File: config.mk
export PLATFORM = sky130hd
export DESIGN_NAME = obstruction_pulse_classifier_unit
export DESIGN_NICKNAME = d
export VERILOG_FILES = /design/src/hdl/opc_pkg.sv /design/src/hdl/obstruction_pulse_classifier_unit.sv /design/src/hdl/opc_core.sv
export SDC_FILE = /design/constraint.sdc
export NUM_CORES = 1
export LEC_CHECK = 0
export BUFFER_PORTS_ARGS = -buffer_cell sky130_fd_sc_hd__buf_2
export CORE_MARGIN = 1
export CORE_UTILIZATION = 40
export CTS_BUF_LIST = sky130_fd_sc_hd__clkbuf_4 sky130_fd_sc_hd__clkbuf_8 sky130_fd_sc_hd__clkbuf_16
export CTS_CLUSTER_SIZE = 16
export DETAILED_ROUTE_END_ITERATION = 8
export PLACE_DENSITY = 0.61
export SLEW_MARGIN = 15
export SYNTH_ARGS = -nofsm -noshare
export SYNTH_HDL_FRONTEND = slang
export SYNTH_SLANG_ARGS = --single-unit
export TNS_END_PERCENT = 1
File: constraint.sdc
create_clock -name clk -period 6.2 [get_ports clk]
set_clock_uncertainty 0.15 [all_clocks]
set_input_delay 0.31 -clock clk [delete_from_list [all_inputs] [get_ports clk]]
set_output_delay 0.31 -clock clk [all_outputs]
set_load 0.05 [all_outputs]
File: src/hdl/opc_pkg.sv
// Types and constants of the obstruction pulse classifier.
// Used by the core, the top level and the checker; depends on nothing.
`timescale 1ns / 1ps
`default_nettype none

package opc_pkg;

	// Item function codes
	localparam logic [1:0] FUNC_TICK = 2'd0;
	localparam logic [1:0] FUNC_ROSE = 2'd1;
	localparam logic [1:0] FUNC_FELL = 2'd2;

	// Beam status codes
	localparam logic [1:0] STAT_OBSTRUCTED = 2'd0;
	localparam logic [1:0] STAT_CLEAR      = 2'd1;
	localparam logic [1:0] STAT_UNKNOWN    = 2'd2;

	// Register indexes
	localparam logic [1:0] REG_WINDOW_MS    = 2'd0;
	localparam logic [1:0] REG_MIN_PULSES   = 2'd1;
	localparam logic [1:0] REG_MAX_PULSES   = 2'd2;
	localparam logic [1:0] REG_HIGH_TIMEOUT = 2'd3;

	localparam int CFG_DATA_W = 16;

	// Register reset values
	localparam logic [7:0]  RST_WINDOW_MS    = 8'd25;
	localparam logic [7:0]  RST_MIN_PULSES   = 8'd3;
	localparam logic [7:0]  RST_MAX_PULSES   = 8'd5;
	localparam logic [15:0] RST_HIGH_TIMEOUT = 16'd50;

	localparam logic [7:0] PULSE_MAX = 8'hFF;

	typedef struct packed {
		logic [1:0] func;
		logic       line_level;
	} opc_in_t;

	typedef struct packed {
		logic [1:0] beam_status;
		logic       status_changed;
	} opc_out_t;

	typedef struct packed {
		logic [7:0]  window_ms;
		logic [7:0]  min_pulses;
		logic [7:0]  max_pulses;
		logic [15:0] high_timeout_ms;
	} opc_cfg_t;

endpackage

`default_nettype wire

File: src/hdl/obstruction_pulse_classifier_unit.sv
// Top level of the obstruction pulse classifier: input register, config
// registers, classifier core and result register. Depends on opc_pkg, opc_core.
//
//   channel | signals                                  | direction
//   in      | in_valid, in_ready, in_item              | item in
//   out     | out_valid, out_ready, out_item           | result out
//   cfg     | cfg_we, cfg_index, cfg_data              | register write
//
// Each item passes through the input register and then the result register: the accepting edge
// loads the input register, and a later edge on which the item advances commits the core state and loads
// the result register. One item is accepted per cycle while the output is not stalled.
// Reset clears state and valids and sets the config registers to their defaults at once.
// A stalled output holds the result and backs up through the input register.
`timescale 1ns / 1ps
`default_nettype none

module obstruction_pulse_classifier_unit (
	input  wire logic                            clk,
	input  wire logic                            arst_n,
	input  wire logic                            in_valid,
	output logic                                 in_ready,
	input  wire opc_pkg::opc_in_t                in_item,
	output logic                                 out_valid,
	input  wire logic                            out_ready,
	output opc_pkg::opc_out_t                    out_item,
	input  wire logic                            cfg_we,
	input  wire logic [1:0]                      cfg_index,
	input  wire logic [opc_pkg::CFG_DATA_W-1:0]  cfg_data
);
	import opc_pkg::*;

	opc_in_t  item_s1;
	logic     valid_s1;
	opc_out_t out_item_q;
	logic     out_valid_q;
	opc_cfg_t cfg_q;
	opc_out_t result;
	logic     advance;

	// Move the stage-one item when the result register is free or being taken
	assign advance  = valid_s1 && (!out_valid_q || out_ready);
	assign in_ready = !valid_s1 || advance;

	// Input register
	always_ff @(posedge clk or negedge arst_n) begin
		if (!arst_n) begin
			valid_s1 <= 1'b0;
		end else if (in_ready) begin
			valid_s1 <= in_valid;
		end
	end

	always_ff @(posedge clk) begin
		if (in_ready && in_valid) begin
			item_s1 <= in_item;
		end
	end

	// Configuration registers
	always_ff @(posedge clk or negedge arst_n) begin
		if (!arst_n) begin
			cfg_q.window_ms       <= RST_WINDOW_MS;
			cfg_q.min_pulses      <= RST_MIN_PULSES;
			cfg_q.max_pulses      <= RST_MAX_PULSES;
			cfg_q.high_timeout_ms <= RST_HIGH_TIMEOUT;
		end else if (cfg_we) begin
			unique case (cfg_index)
				REG_WINDOW_MS:    cfg_q.window_ms       <= cfg_data[7:0];
				REG_MIN_PULSES:   cfg_q.min_pulses      <= cfg_data[7:0];
				REG_MAX_PULSES:   cfg_q.max_pulses      <= cfg_data[7:0];
				REG_HIGH_TIMEOUT: cfg_q.high_timeout_ms <= cfg_data;
				default: begin
				end
			endcase
		end
	end

	opc_core u_core (
		.clk     (clk),
		.arst_n  (arst_n),
		.advance (advance),
		.item    (item_s1),
		.cfg     (cfg_q),
		.result  (result)
	);

	// Result register
	always_ff @(posedge clk or negedge arst_n) begin
		if (!arst_n) begin
			out_valid_q <= 1'b0;
		end else if (advance) begin
			out_valid_q <= 1'b1;
		end else if (out_ready) begin
			out_valid_q <= 1'b0;
		end
	end

	always_ff @(posedge clk) begin
		if (advance) begin
			out_item_q <= result;
		end
	end

	assign out_valid = out_valid_q;
	assign out_item  = out_item_q;

endmodule

`default_nettype wire

File: src/hdl/opc_core.sv
// Classifier state and per-item update: window age, high age, pulse count.
// Depends on opc_pkg.
`timescale 1ns / 1ps
`default_nettype none

module opc_core (
	input  wire logic            clk,
	input  wire logic            arst_n,
	input  wire logic            advance,
	input  wire opc_pkg::opc_in_t  item,
	input  wire opc_pkg::opc_cfg_t cfg,
	output opc_pkg::opc_out_t      result
);
	import opc_pkg::*;

	// Ages are kept as differences from the current time, so no clock value is stored
	logic [31:0] win_age_q;
	logic [31:0] high_age_q;
	logic [7:0]  count_q;
	logic [1:0]  class_q;

	logic [31:0] win_age_d;
	logic [31:0] high_age_d;
	logic [7:0]  count_d;
	logic [1:0]  class_d;
	logic [31:0] win_age_inc;
	logic [31:0] high_age_inc;
	logic        in_range;
	logic        obstructed;

	assign win_age_inc  = win_age_q + 32'd1;
	assign high_age_inc = high_age_q + 32'd1;

	// Judge the window as of the tick that closes it
	assign in_range   = (count_q >= cfg.min_pulses) && (count_q <= cfg.max_pulses);
	assign obstructed = (count_q == 8'd0) && item.line_level &&
		(high_age_inc > {16'd0, cfg.high_timeout_ms});

	// Next state for one item
	always_comb begin
		win_age_d  = win_age_q;
		high_age_d = high_age_q;
		count_d    = count_q;
		class_d    = class_q;
		unique case (item.func)
			FUNC_TICK: begin
				win_age_d  = win_age_inc;
				high_age_d = high_age_inc;
				if (win_age_inc > {24'd0, cfg.window_ms}) begin
					win_age_d = 32'd0;
					count_d   = 8'd0;
					if (in_range) begin
						class_d = STAT_CLEAR;
					end else if (obstructed) begin
						class_d = STAT_OBSTRUCTED;
					end
				end
			end
			FUNC_ROSE: begin
				high_age_d = 32'd0;
			end
			FUNC_FELL: begin
				if (count_q != PULSE_MAX) begin
					count_d = count_q + 8'd1;
				end
			end
			default: begin
			end
		endcase
	end

	assign result.beam_status    = class_d;
	assign result.status_changed = (class_d != class_q);

	// Commit the state when the item moves on
	always_ff @(posedge clk or negedge arst_n) begin
		if (!arst_n) begin
			win_age_q  <= 32'd0;
			high_age_q <= 32'd0;
			count_q    <= 8'd0;
			class_q    <= STAT_UNKNOWN;
		end else if (advance) begin
			win_age_q  <= win_age_d;
			high_age_q <= high_age_d;
			count_q    <= count_d;
			class_q    <= class_d;
		end
	end

endmodule

`default_nettype wire

* Yosys cells after proc, flatten, opt, wreduce, memory -nomap -nowiden *
Cells that the tools add are included.

cells by class
  $add $sub $neg = 3
  $lt $le $gt $ge = 4
  equality and inequality tests = 9
  muxes and demuxes = 11
  reduce and logical (&&, ||, !) cells = 22

operator list
  operator                                        number
  adder 32 x 1 -> 32 bit (second input constant)  2
  case mux 32 bit (2 select lines)                1
  greater-than comparator 32 x 16 -> 1 bit        1
  greater-than comparator 32 x 8 -> 1 bit         1
  2-to-1 mux 32 bit                               1
  2-to-1 mux 8 bit                                2
  case mux 8 bit (2 select lines)                 1
  AND reduction 2 bit                             6
  adder 8 x 1 -> 8 bit (second input constant)    1
  >= comparator 8 bit                             1
  less-or-equal comparator 8 bit                  1
  logical NOT 8 bit                               1
  2-to-1 mux 2 bit                                4
  != test 8 bit (second input constant)           1
  == test 2 bit (second input constant)           3
  nonzero test 2 bit                              3
  logical AND 1 bit                               5
  == test 2 x 1 -> 1 bit (second input constant)  2
  logical NOT 2 bit                               2
  != test 2 x 1 -> 1 bit (second input constant)  2
  AND reduction 4 bit                             1
  logical NOT 1 bit                               2
  logical OR 1 bit                                2
  2-to-1 mux 1 bit                                2
  != test 2 bit                                   1

word-level totals
  register bits after elaboration = 122
  input port bits = 26
  output and inout port bits = 5
  word-level logic and storage cells = 63

* Longest topological paths before layout *
Gate-level depths: netlist of the first run.

  word-level depth = 8
  gate-level depth with buffers = 16

* Modules after synthesis *
A second synthesis of the first run with hierarchy kept.

unflattened totals
  cells, all modules = 810
  area, all modules = 7,559.8 um^2

modules (own cells, without submodules)
  module                             instances  cells an instance  area an instance (um^2)  seq. area each (um^2)
  opc_core                           1          711                5,764.3                  1,853.0
  obstruction_pulse_classifier_unit  1          99                 1,795.5                  1,243.7

* Least setup slack after synthesis of the first run *
OpenSTA, ideal clock, no wires.

  kind = reg-to-reg
  start = reg u_core.high_age_q[0]
  end = reg out_item_q, in the netlist out_item[0] (data pin)
  setup time = 261 ps
  data arrival time = 3,072 ps
  setup slack = 2,717 ps
  stages on the path, launching flop included = 15
  buffers on the path = 0
  period minus slack after synthesis = 3,483 ps
  path through = dfrtp_1 -> ha_1 -> nand4_1 -> nor2_1 -> and3_1 -> and3_1 -> nand3_1 -> xnor2_1 -> ha_1 -> nand4_1 -> or4_1 -> o21ai_0 -> a41o_1 -> and2_1 -> a211oi_1

RTL lines
  what                      RTL line                                  text
  start: declaration        opc_core.sv:18                            logic [31:0] high_age_q;
  start signal: assignment  opc_core.sv:84                            high_age_q <= high_age_d;
  end signal: assignment    obstruction_pulse_classifier_unit.sv:100  out_item_q <= result;
  end: declaration          obstruction_pulse_classifier_unit.sv:34   opc_out_t out_item_q;

==> results of run 1 <==
[area by class of cell]
cell class | count | area (µm²) | area share, %
clock buffer | 25 | 504.2 | 6.117
clock inverter | 7 | 91.34 | 1.108
inverter | 46 | 172.7 | 2.095
multi-input combinational | 550 | 3784 | 45.90
sequential | 122 | 3097 | 37.57
tap | 225 | 281.5 | 3.415
timing repair buffer | 47 | 312.8 | 3.795
[state kept, by name, indices dropped and copies added (netlist names)]
register / cells
item_s1: 3
u_core.count_q: 8
out_valid: 1
out_item: 3
u_core.win_age_q: 32
u_core.high_age_q: 32
valid_s1: 1
cfg_q: 40
u_core.class_q: 2
[stage by stage]
step / hold slack, ns / power, W / util [%] / cells / cell area (µm²)
CTS: 0.001634 / 0.002372 / 47.32 / 1022 / 8242
global route: 0.01724 / 0.002477 / 47.33 / 1022 / 8243
detailed placement: 0.2842 / 0.001363 / 43.15 / 977 / 7516
floorplan: -0.1356 / 0.001238 / - / 750 / 7197
global placement: 0.2728 / 0.001335 / 43.15 / 977 / 7516
finish: 0.008305 / 0.002353 / 47.33 / 1022 / 8243
[cells by family after synthesis]
family,after synthesis,synth area share (%)
fa+ha+maj,44,7.650
simple gates,279,21.45
mux,37,5.772
xor+xnor,28,3.408
buf+inv,78,4.450
compound gates,162,14.24
flops,122,43.03
[critical path, stage by stage (launching register included)]
cell and delay (ns):
dfrtp_1 0.43, ha_1 0.23, nand4_1 0.17, nor2_1 0.26, and3_1 0.27, and3_1 0.26
nand3_1 0.11, xnor2_1 0.16, ha_1 0.33, nand4_1 0.15, or4_1 0.54, o21ai_0 0.15
a41o_1 0.32, and2_1 0.20, a211oi_1 0.06
[cells in the final DEF, fill, tap and decap left out, types with 9 or more instances in the layout]
master         count
a21oi_1           22
and2_1            30
and3_1            16
buf_2             29
clkbuf_16         17
dfrtp_1          105
dfstp_2           11
dlygate4sd3_1     13
ha_1              44
inv_1             46
mux2_2            35
nand2_1           50
nand2b_1          10
nand3_1           40
nand4_1           28
nor2_1            40
nor3_1            18
o21ai_0           71
o31ai_1            9
xnor2_1           13
xor2_1            15
[where the power goes]
group          switching [W]  leakage [nW]  internal (W)
Clock               0.000353         0.298      0.000644
Sequential         0.0000652          1.56      0.000891
Combinational       0.000229          1.86      0.000172
Total               0.000647          3.72       0.00171
[how the worst min path moves through the flow]
stage,to,slack [ns],depth (start not counted)
after floorplan,cfg_q[0]$_DFFE_PN0P_,-0.14,0
after global placement,u_core.high_age_q[10]$_DFFE_PN0P_,0.27,1
after detailed placement,u_core.high_age_q[10]$_DFFE_PN0P_,0.28,1
after CTS,cfg_q[38]$_DFFE_PN0P_,0.002,3
after global routing,cfg_q[38]$_DFFE_PN0P_,0.02,3
final,cfg_q[35]$_DFFE_PN1P_,0.008,3
[layer usage]
layer  vias up  track usage (%)
met1      2787            23.93
met3        37            3.281
met2       129            30.54
met4         0            8.272
met5         -                0
li1       2780                -
==> impl_metrics.yaml, run 1 <==
synth:
  ys_seq_area_share_pct: 43.03
  ys_ff_latch: 122
  synthCells: 750
  synth_top_area_cell: "dfrtp_1"
  syn-cell-area_mm2: 0.007197
  yosys.cell_types.count: 70
  synth_top_area_share_pct: 36.51
  yosys-top-cells-area: "dfrtp_1 (37%), ha_1 (7.6%), mux2_2 (5.5%), o21ai_0 (4.9%), dfstp_2 (4.0%)"
  ys_warn_count: 0
  syn-num-nets: 820
  synth-edff-count: 6
  avgSynthCellArea_um2: 9.596
  synth_commonest_cells: "dfrtp_1 (105), o21ai_0 (71), nand2_1 (50), inv_1 (46), ha_1 (44)"
  yosysMostFrequentCell: "dfrtp_1"
  async_reset_ff_share_pct: 95.08
  synth-main-ff-cell: "dfrtp_1"
sta:
  finalSetupViolations: 0
  fmaxAchievable_ghz: 0.2462
  rsz0062_at_grt: "false"
  relSlewSlack_pct: 39.45
  min_period_over_period_pct: 65.50
  worstMarginPinSlew_ns: 0.9072
  fin_crit_ns: 4.061
  setup_slack_ns: 2.139
  setup_tns_ns: 0
  hold_violations: 0
  slew_violations: 0
routing:
  vias: 5733
  drt-met1-wl_um: 7477
  first_pass_iters: 5
  via_per_inst: 5.610
  top_layer_used: "met4"
  drtIter0Drc: 452
  postRouteAntennaNets: 0
  wl_per_cell_um: 15.79
  met3WireLength_um: 545
  routed_wl_um: 16140
  wl_met2_um: 7695
  detail_route.drc_violations: 0
setup_path:
  reg2reg_to: "out_item[0]$_DFFE_PP_"
  ff2ff_setup_slack_ns: 2.14
  path_class: "reg -> reg"
  crit_path_start_kind: "flip-flop"
  cp-startpoint: "u_core.high_age_q[0]$_DFFE_PN0P_"
  r2r_cells: 14
  worstPathMaxFanout: 6
  crit_end: "out_item[0]$_DFFE_PP_"
  reg2reg_from: "u_core.high_age_q[0]$_DFFE_PN0P_"
  end_kind: "flip-flop"
  critPathRequiredTime_ns: 6.21
  arrival_ns: 4.07
clocking:
  cts_resized: 0
  clk_path_buf_depth: 2
  clockRootBuffer: "clkbuf_16"
  cts_setup_buffers: 0
  htree_levels: 4
  cts_num_sinks: 122
  path_clk_slew_ns: 0.06
  clk_latency_ns: 0.42
  numCtsBuffers: 17
  hold_buffers: 13
  cts_tree: "built"
power_and_ir_drop:
  leakagePower_nw: 3.718
  vdd_drop_max_uv: 235.8
  cellPowerDensity_mw_per_mm2: 285.5
cells_and_area:
  fillers: 1611
  final_nets: 854
  syn_to_final_growth_pct: 14.53
  num_antenna_cells: 0
  drive_gt1_share_pct: 16.06
floorplanning:
  start_util_pct: 41.32
  row_count: 48
  coreArea_mm2: 0.01742
  die_area_mm2: 0.01853
  fp.dieH_um: 136.1
  die_width_um: 136.1
  io_pins: 31
min_path:
  hp-start: "cfg_data[3]"
  hp-class: "in -> reg"
place:
  hpwl_um: 11130
  pre_cts_ws_ns: 2.172
  place_congestion: 0.8545
  port_buffers: 30
job:
  maxCapViolations: 0
global_routing:
  antenna_found_initial: 0
  grt_pass1_wl_um: 27220
  grt_max_degree: 61
  gr-total-overflow: 0
  grt_pass1_vias: 5681
  grtUsageTotal_pct: 18.62
outcome:
  outcome: "complete, no violations"
No activity file was read; power rests on OpenSTA's default activity.
==> run 2, diff against run 1 <==
PLACE_DENSITY = 0.63   (was 0.61)
clock period = 3.6 ns   (was 6.2 ns; I/O delays follow)
==> run 2 against run 1 <==
Effect of this change: hold slack better by 0.097 ns; global-route usage up 0.31 points; maximum frequency rose by 17%; non-clock buffer count is 44 higher; utilization is 2.4 points higher; routed wire length is 0.91% lower; sequential cell count unchanged.
==> impl_metrics.yaml, run 2 (synthesis results as in run 1) <==
outcome:
  outcome: "complete, no violations"
power_and_ir_drop:
  swShare_pct: 28.12
  leakagePower_nw: 3.937
  vdd_drop_max_uv: 348.3
  combinationalPowerShare_pct: 17.9
  cellPowerDensity_mw_per_mm2: 474.2
  fin_total_pwr_w: 0.004109
  p_switching_w: 0.001155
  p_int_w: 0.002954
  clock_power_share_pct: 42.3
  power_frac_seq_pct: 39.8
routing:
  first_pass_iters: 5
  vias: 5844
  drtIter0Drc: 383
  wl_per_cell_um: 15.00
  detail_route.drc_violations: 0
  postRouteAntennaNets: 0
  via_per_inst: 5.482
  routed_wl_um: 16000
global_routing:
  grt_pass1_wl_um: 27560
  grtUsageTotal_pct: 18.93
  grt_max_degree: 43
  gr-total-overflow: 0
  grt_pass1_vias: 5605
  antenna_found_initial: 0
cells_and_area:
  final_nets: 898
  largest_register_ffs: 40
  final_cell_mix: "dfrtp_1 (105), o21ai_0 (68), nand2_1 (50)"
  layout_commonest_cell: "dfrtp_1"
  syn_to_final_growth_pct: 20.41
  num_antenna_cells: 0
  drive_gt1_share_pct: 20.57
  reg_top3: "cfg_q (40), u_core.high_age_q (32), u_core.win_age_q (32)"
  largest_register: "cfg_q"
floorplanning:
  io_pins: 31
  die_width_um: 136.1
  row_count: 48
  start_util_pct: 41.32
  die_area_mm2: 0.01853
  fp.dieH_um: 136.1
  coreArea_mm2: 0.01742
setup_path:
  path_class: "reg -> reg"
  arrival_ns: 3.49
  reg2reg_from: "u_core.high_age_q[1]$_DFFE_PN0P_"
  ff2ff_setup_slack_ns: 0.12
  crit_path_start_kind: "flip-flop"
  end_kind: "flip-flop"
  worstPathMaxFanout: 3
  reg2reg_to: "out_item[1]$_DFFE_PP_"
  r2r_cells: 15
  critPathRequiredTime_ns: 3.60
min_path:
  min_to: "cfg_q[35]$_DFFE_PN1P_"
  hp-start: "cfg_index[1]"
  hp-class: "in -> reg"
  hold_depth: 5
sta:
  min_period_over_period_pct: 96.76
  setup_slack_ns: 0.1166
  holdWs_ns: 0.1055
  relSlewSlack_pct: 48.62
  worstMarginPinSlew_ns: 0.7685
  hold_violations: 0
  slew_violations: 0
  fmaxAchievable_ghz: 0.2871
  finalSetupViolations: 0
  fin_crit_ns: 3.483
  setup_tns_ns: 0
clocking:
  cts_tree: "built"
  clk_latency_ns: 0.41
  clk_path_buf_depth: 2
  path_clk_slew_ns: 0.06
  cts_num_sinks: 122
  numCtsBuffers: 17
  htree_levels: 4
  clockRootBuffer: "clkbuf_16"
place:
  place_congestion: 0.8031
  port_buffers: 30
  hpwl_um: 11030
  pre_cts_ws_ns: -0.01785
job:
  maxCapViolations: 0
==> run 2: cell count changes in the layout (fill, tap and decap cells not counted), sizes merged <==
cell         before  now
clkbuf           25   20
buf              34   68
clkinvlp          1    2
inv              46   48
clkinv            4    6
dlygate4sd3      13   23
==> run 2: worst max path at each step <==
stage | from | to | cells past startpoint
floorplan | u_core.high_age_q[0]$_DFFE_PN0P_ | out_item[0]$_DFFE_PP_ | 14
global placement | u_core.high_age_q[1]$_DFFE_PN0P_ | out_item[0]$_DFFE_PP_ | 14
detailed placement | u_core.high_age_q[1]$_DFFE_PN0P_ | out_item[0]$_DFFE_PP_ | 14
CTS | u_core.high_age_q[1]$_DFFE_PN0P_ | out_item[1]$_DFFE_PP_ | 15
global route | u_core.high_age_q[1]$_DFFE_PN0P_ | out_item[1]$_DFFE_PP_ | 15
finish | u_core.high_age_q[1]$_DFFE_PN0P_ | out_item[1]$_DFFE_PP_ | 15
==> run 2: layout make-up <==
type	count	area, µm²
well taps	225	281.5
multi-input cells	550	3837
fillers	1587	8751
flip-flops and latches	122	3097
repair buffers	91	668.1
inverters	46	172.7
clock inverters	12	137.6
clock buffers	20	471.7
==> run 2: power groups by stage <==
stage | registers [W] | logic [W] | clock network (W)
after global routing | 0.00165 | 0.000844 | 0.00184
after CTS | 0.00163 | 0.000735 | 0.00177
after detailed placement | 0.00166 | 0.000709 | 0
after global placement | 0.00165 | 0.000694 | 0
final | 0.00163 | 0.000737 | 0.00174
after floorplan | 0.00164 | 0.000491 | 0
==> run 2: timing repair <==
item | 4_1_cts | 5_1_grt
endpoints found under the hold margin | 87 | 0
buffers inserted | 1 | 2
setup endpoints to repair | 2 | 5
hold buffers | 23 | 0
pin swaps | 1 | 8
gates resized for setup | 3 | 12
==> run 2: metrics by stage <==
| stage | instances | util [%] | cell area, µm² |
|---|---|---|---|
| floorplan | 750 | - | 7197 |
| global placement | 1008 | 44.49 | 7749 |
| detailed placement | 1008 | 44.49 | 7749 |
| CTS | 1064 | 49.38 | 8601 |
| global route | 1066 | 49.76 | 8666 |
| finish | 1066 | 49.76 | 8666 |
==> run 2: critical path: stages, from the launching register on <==
cell and delay, ns:
dfrtp_1 0.37, ha_2 0.20, nand4_1 0.14, nor2_2 0.14
and3_4 0.20, and3_4 0.19, nand3_2 0.09, xnor2_2 0.16
ha_1 0.31, nand4_1 0.17, nor3_2 0.22, o21ai_2 0.09
a41o_1 0.27, buf_4 0.16, o41ai_2 0.28, o21ai_1 0.10
==> run 2: routing by layer <==
metal | wire, µm | share of wire (%) | GRT usage (%) | vias up
met5 | 0 | 0 | 0 | -
met4 | 217 | 1.4 | 7.346 | 0
met3 | 442 | 2.8 | 3.244 | 16
met2 | 7489 | 47 | 30.06 | 110
met1 | 7846 | 49 | 25.61 | 2843
li1 | - | - | - | 2875
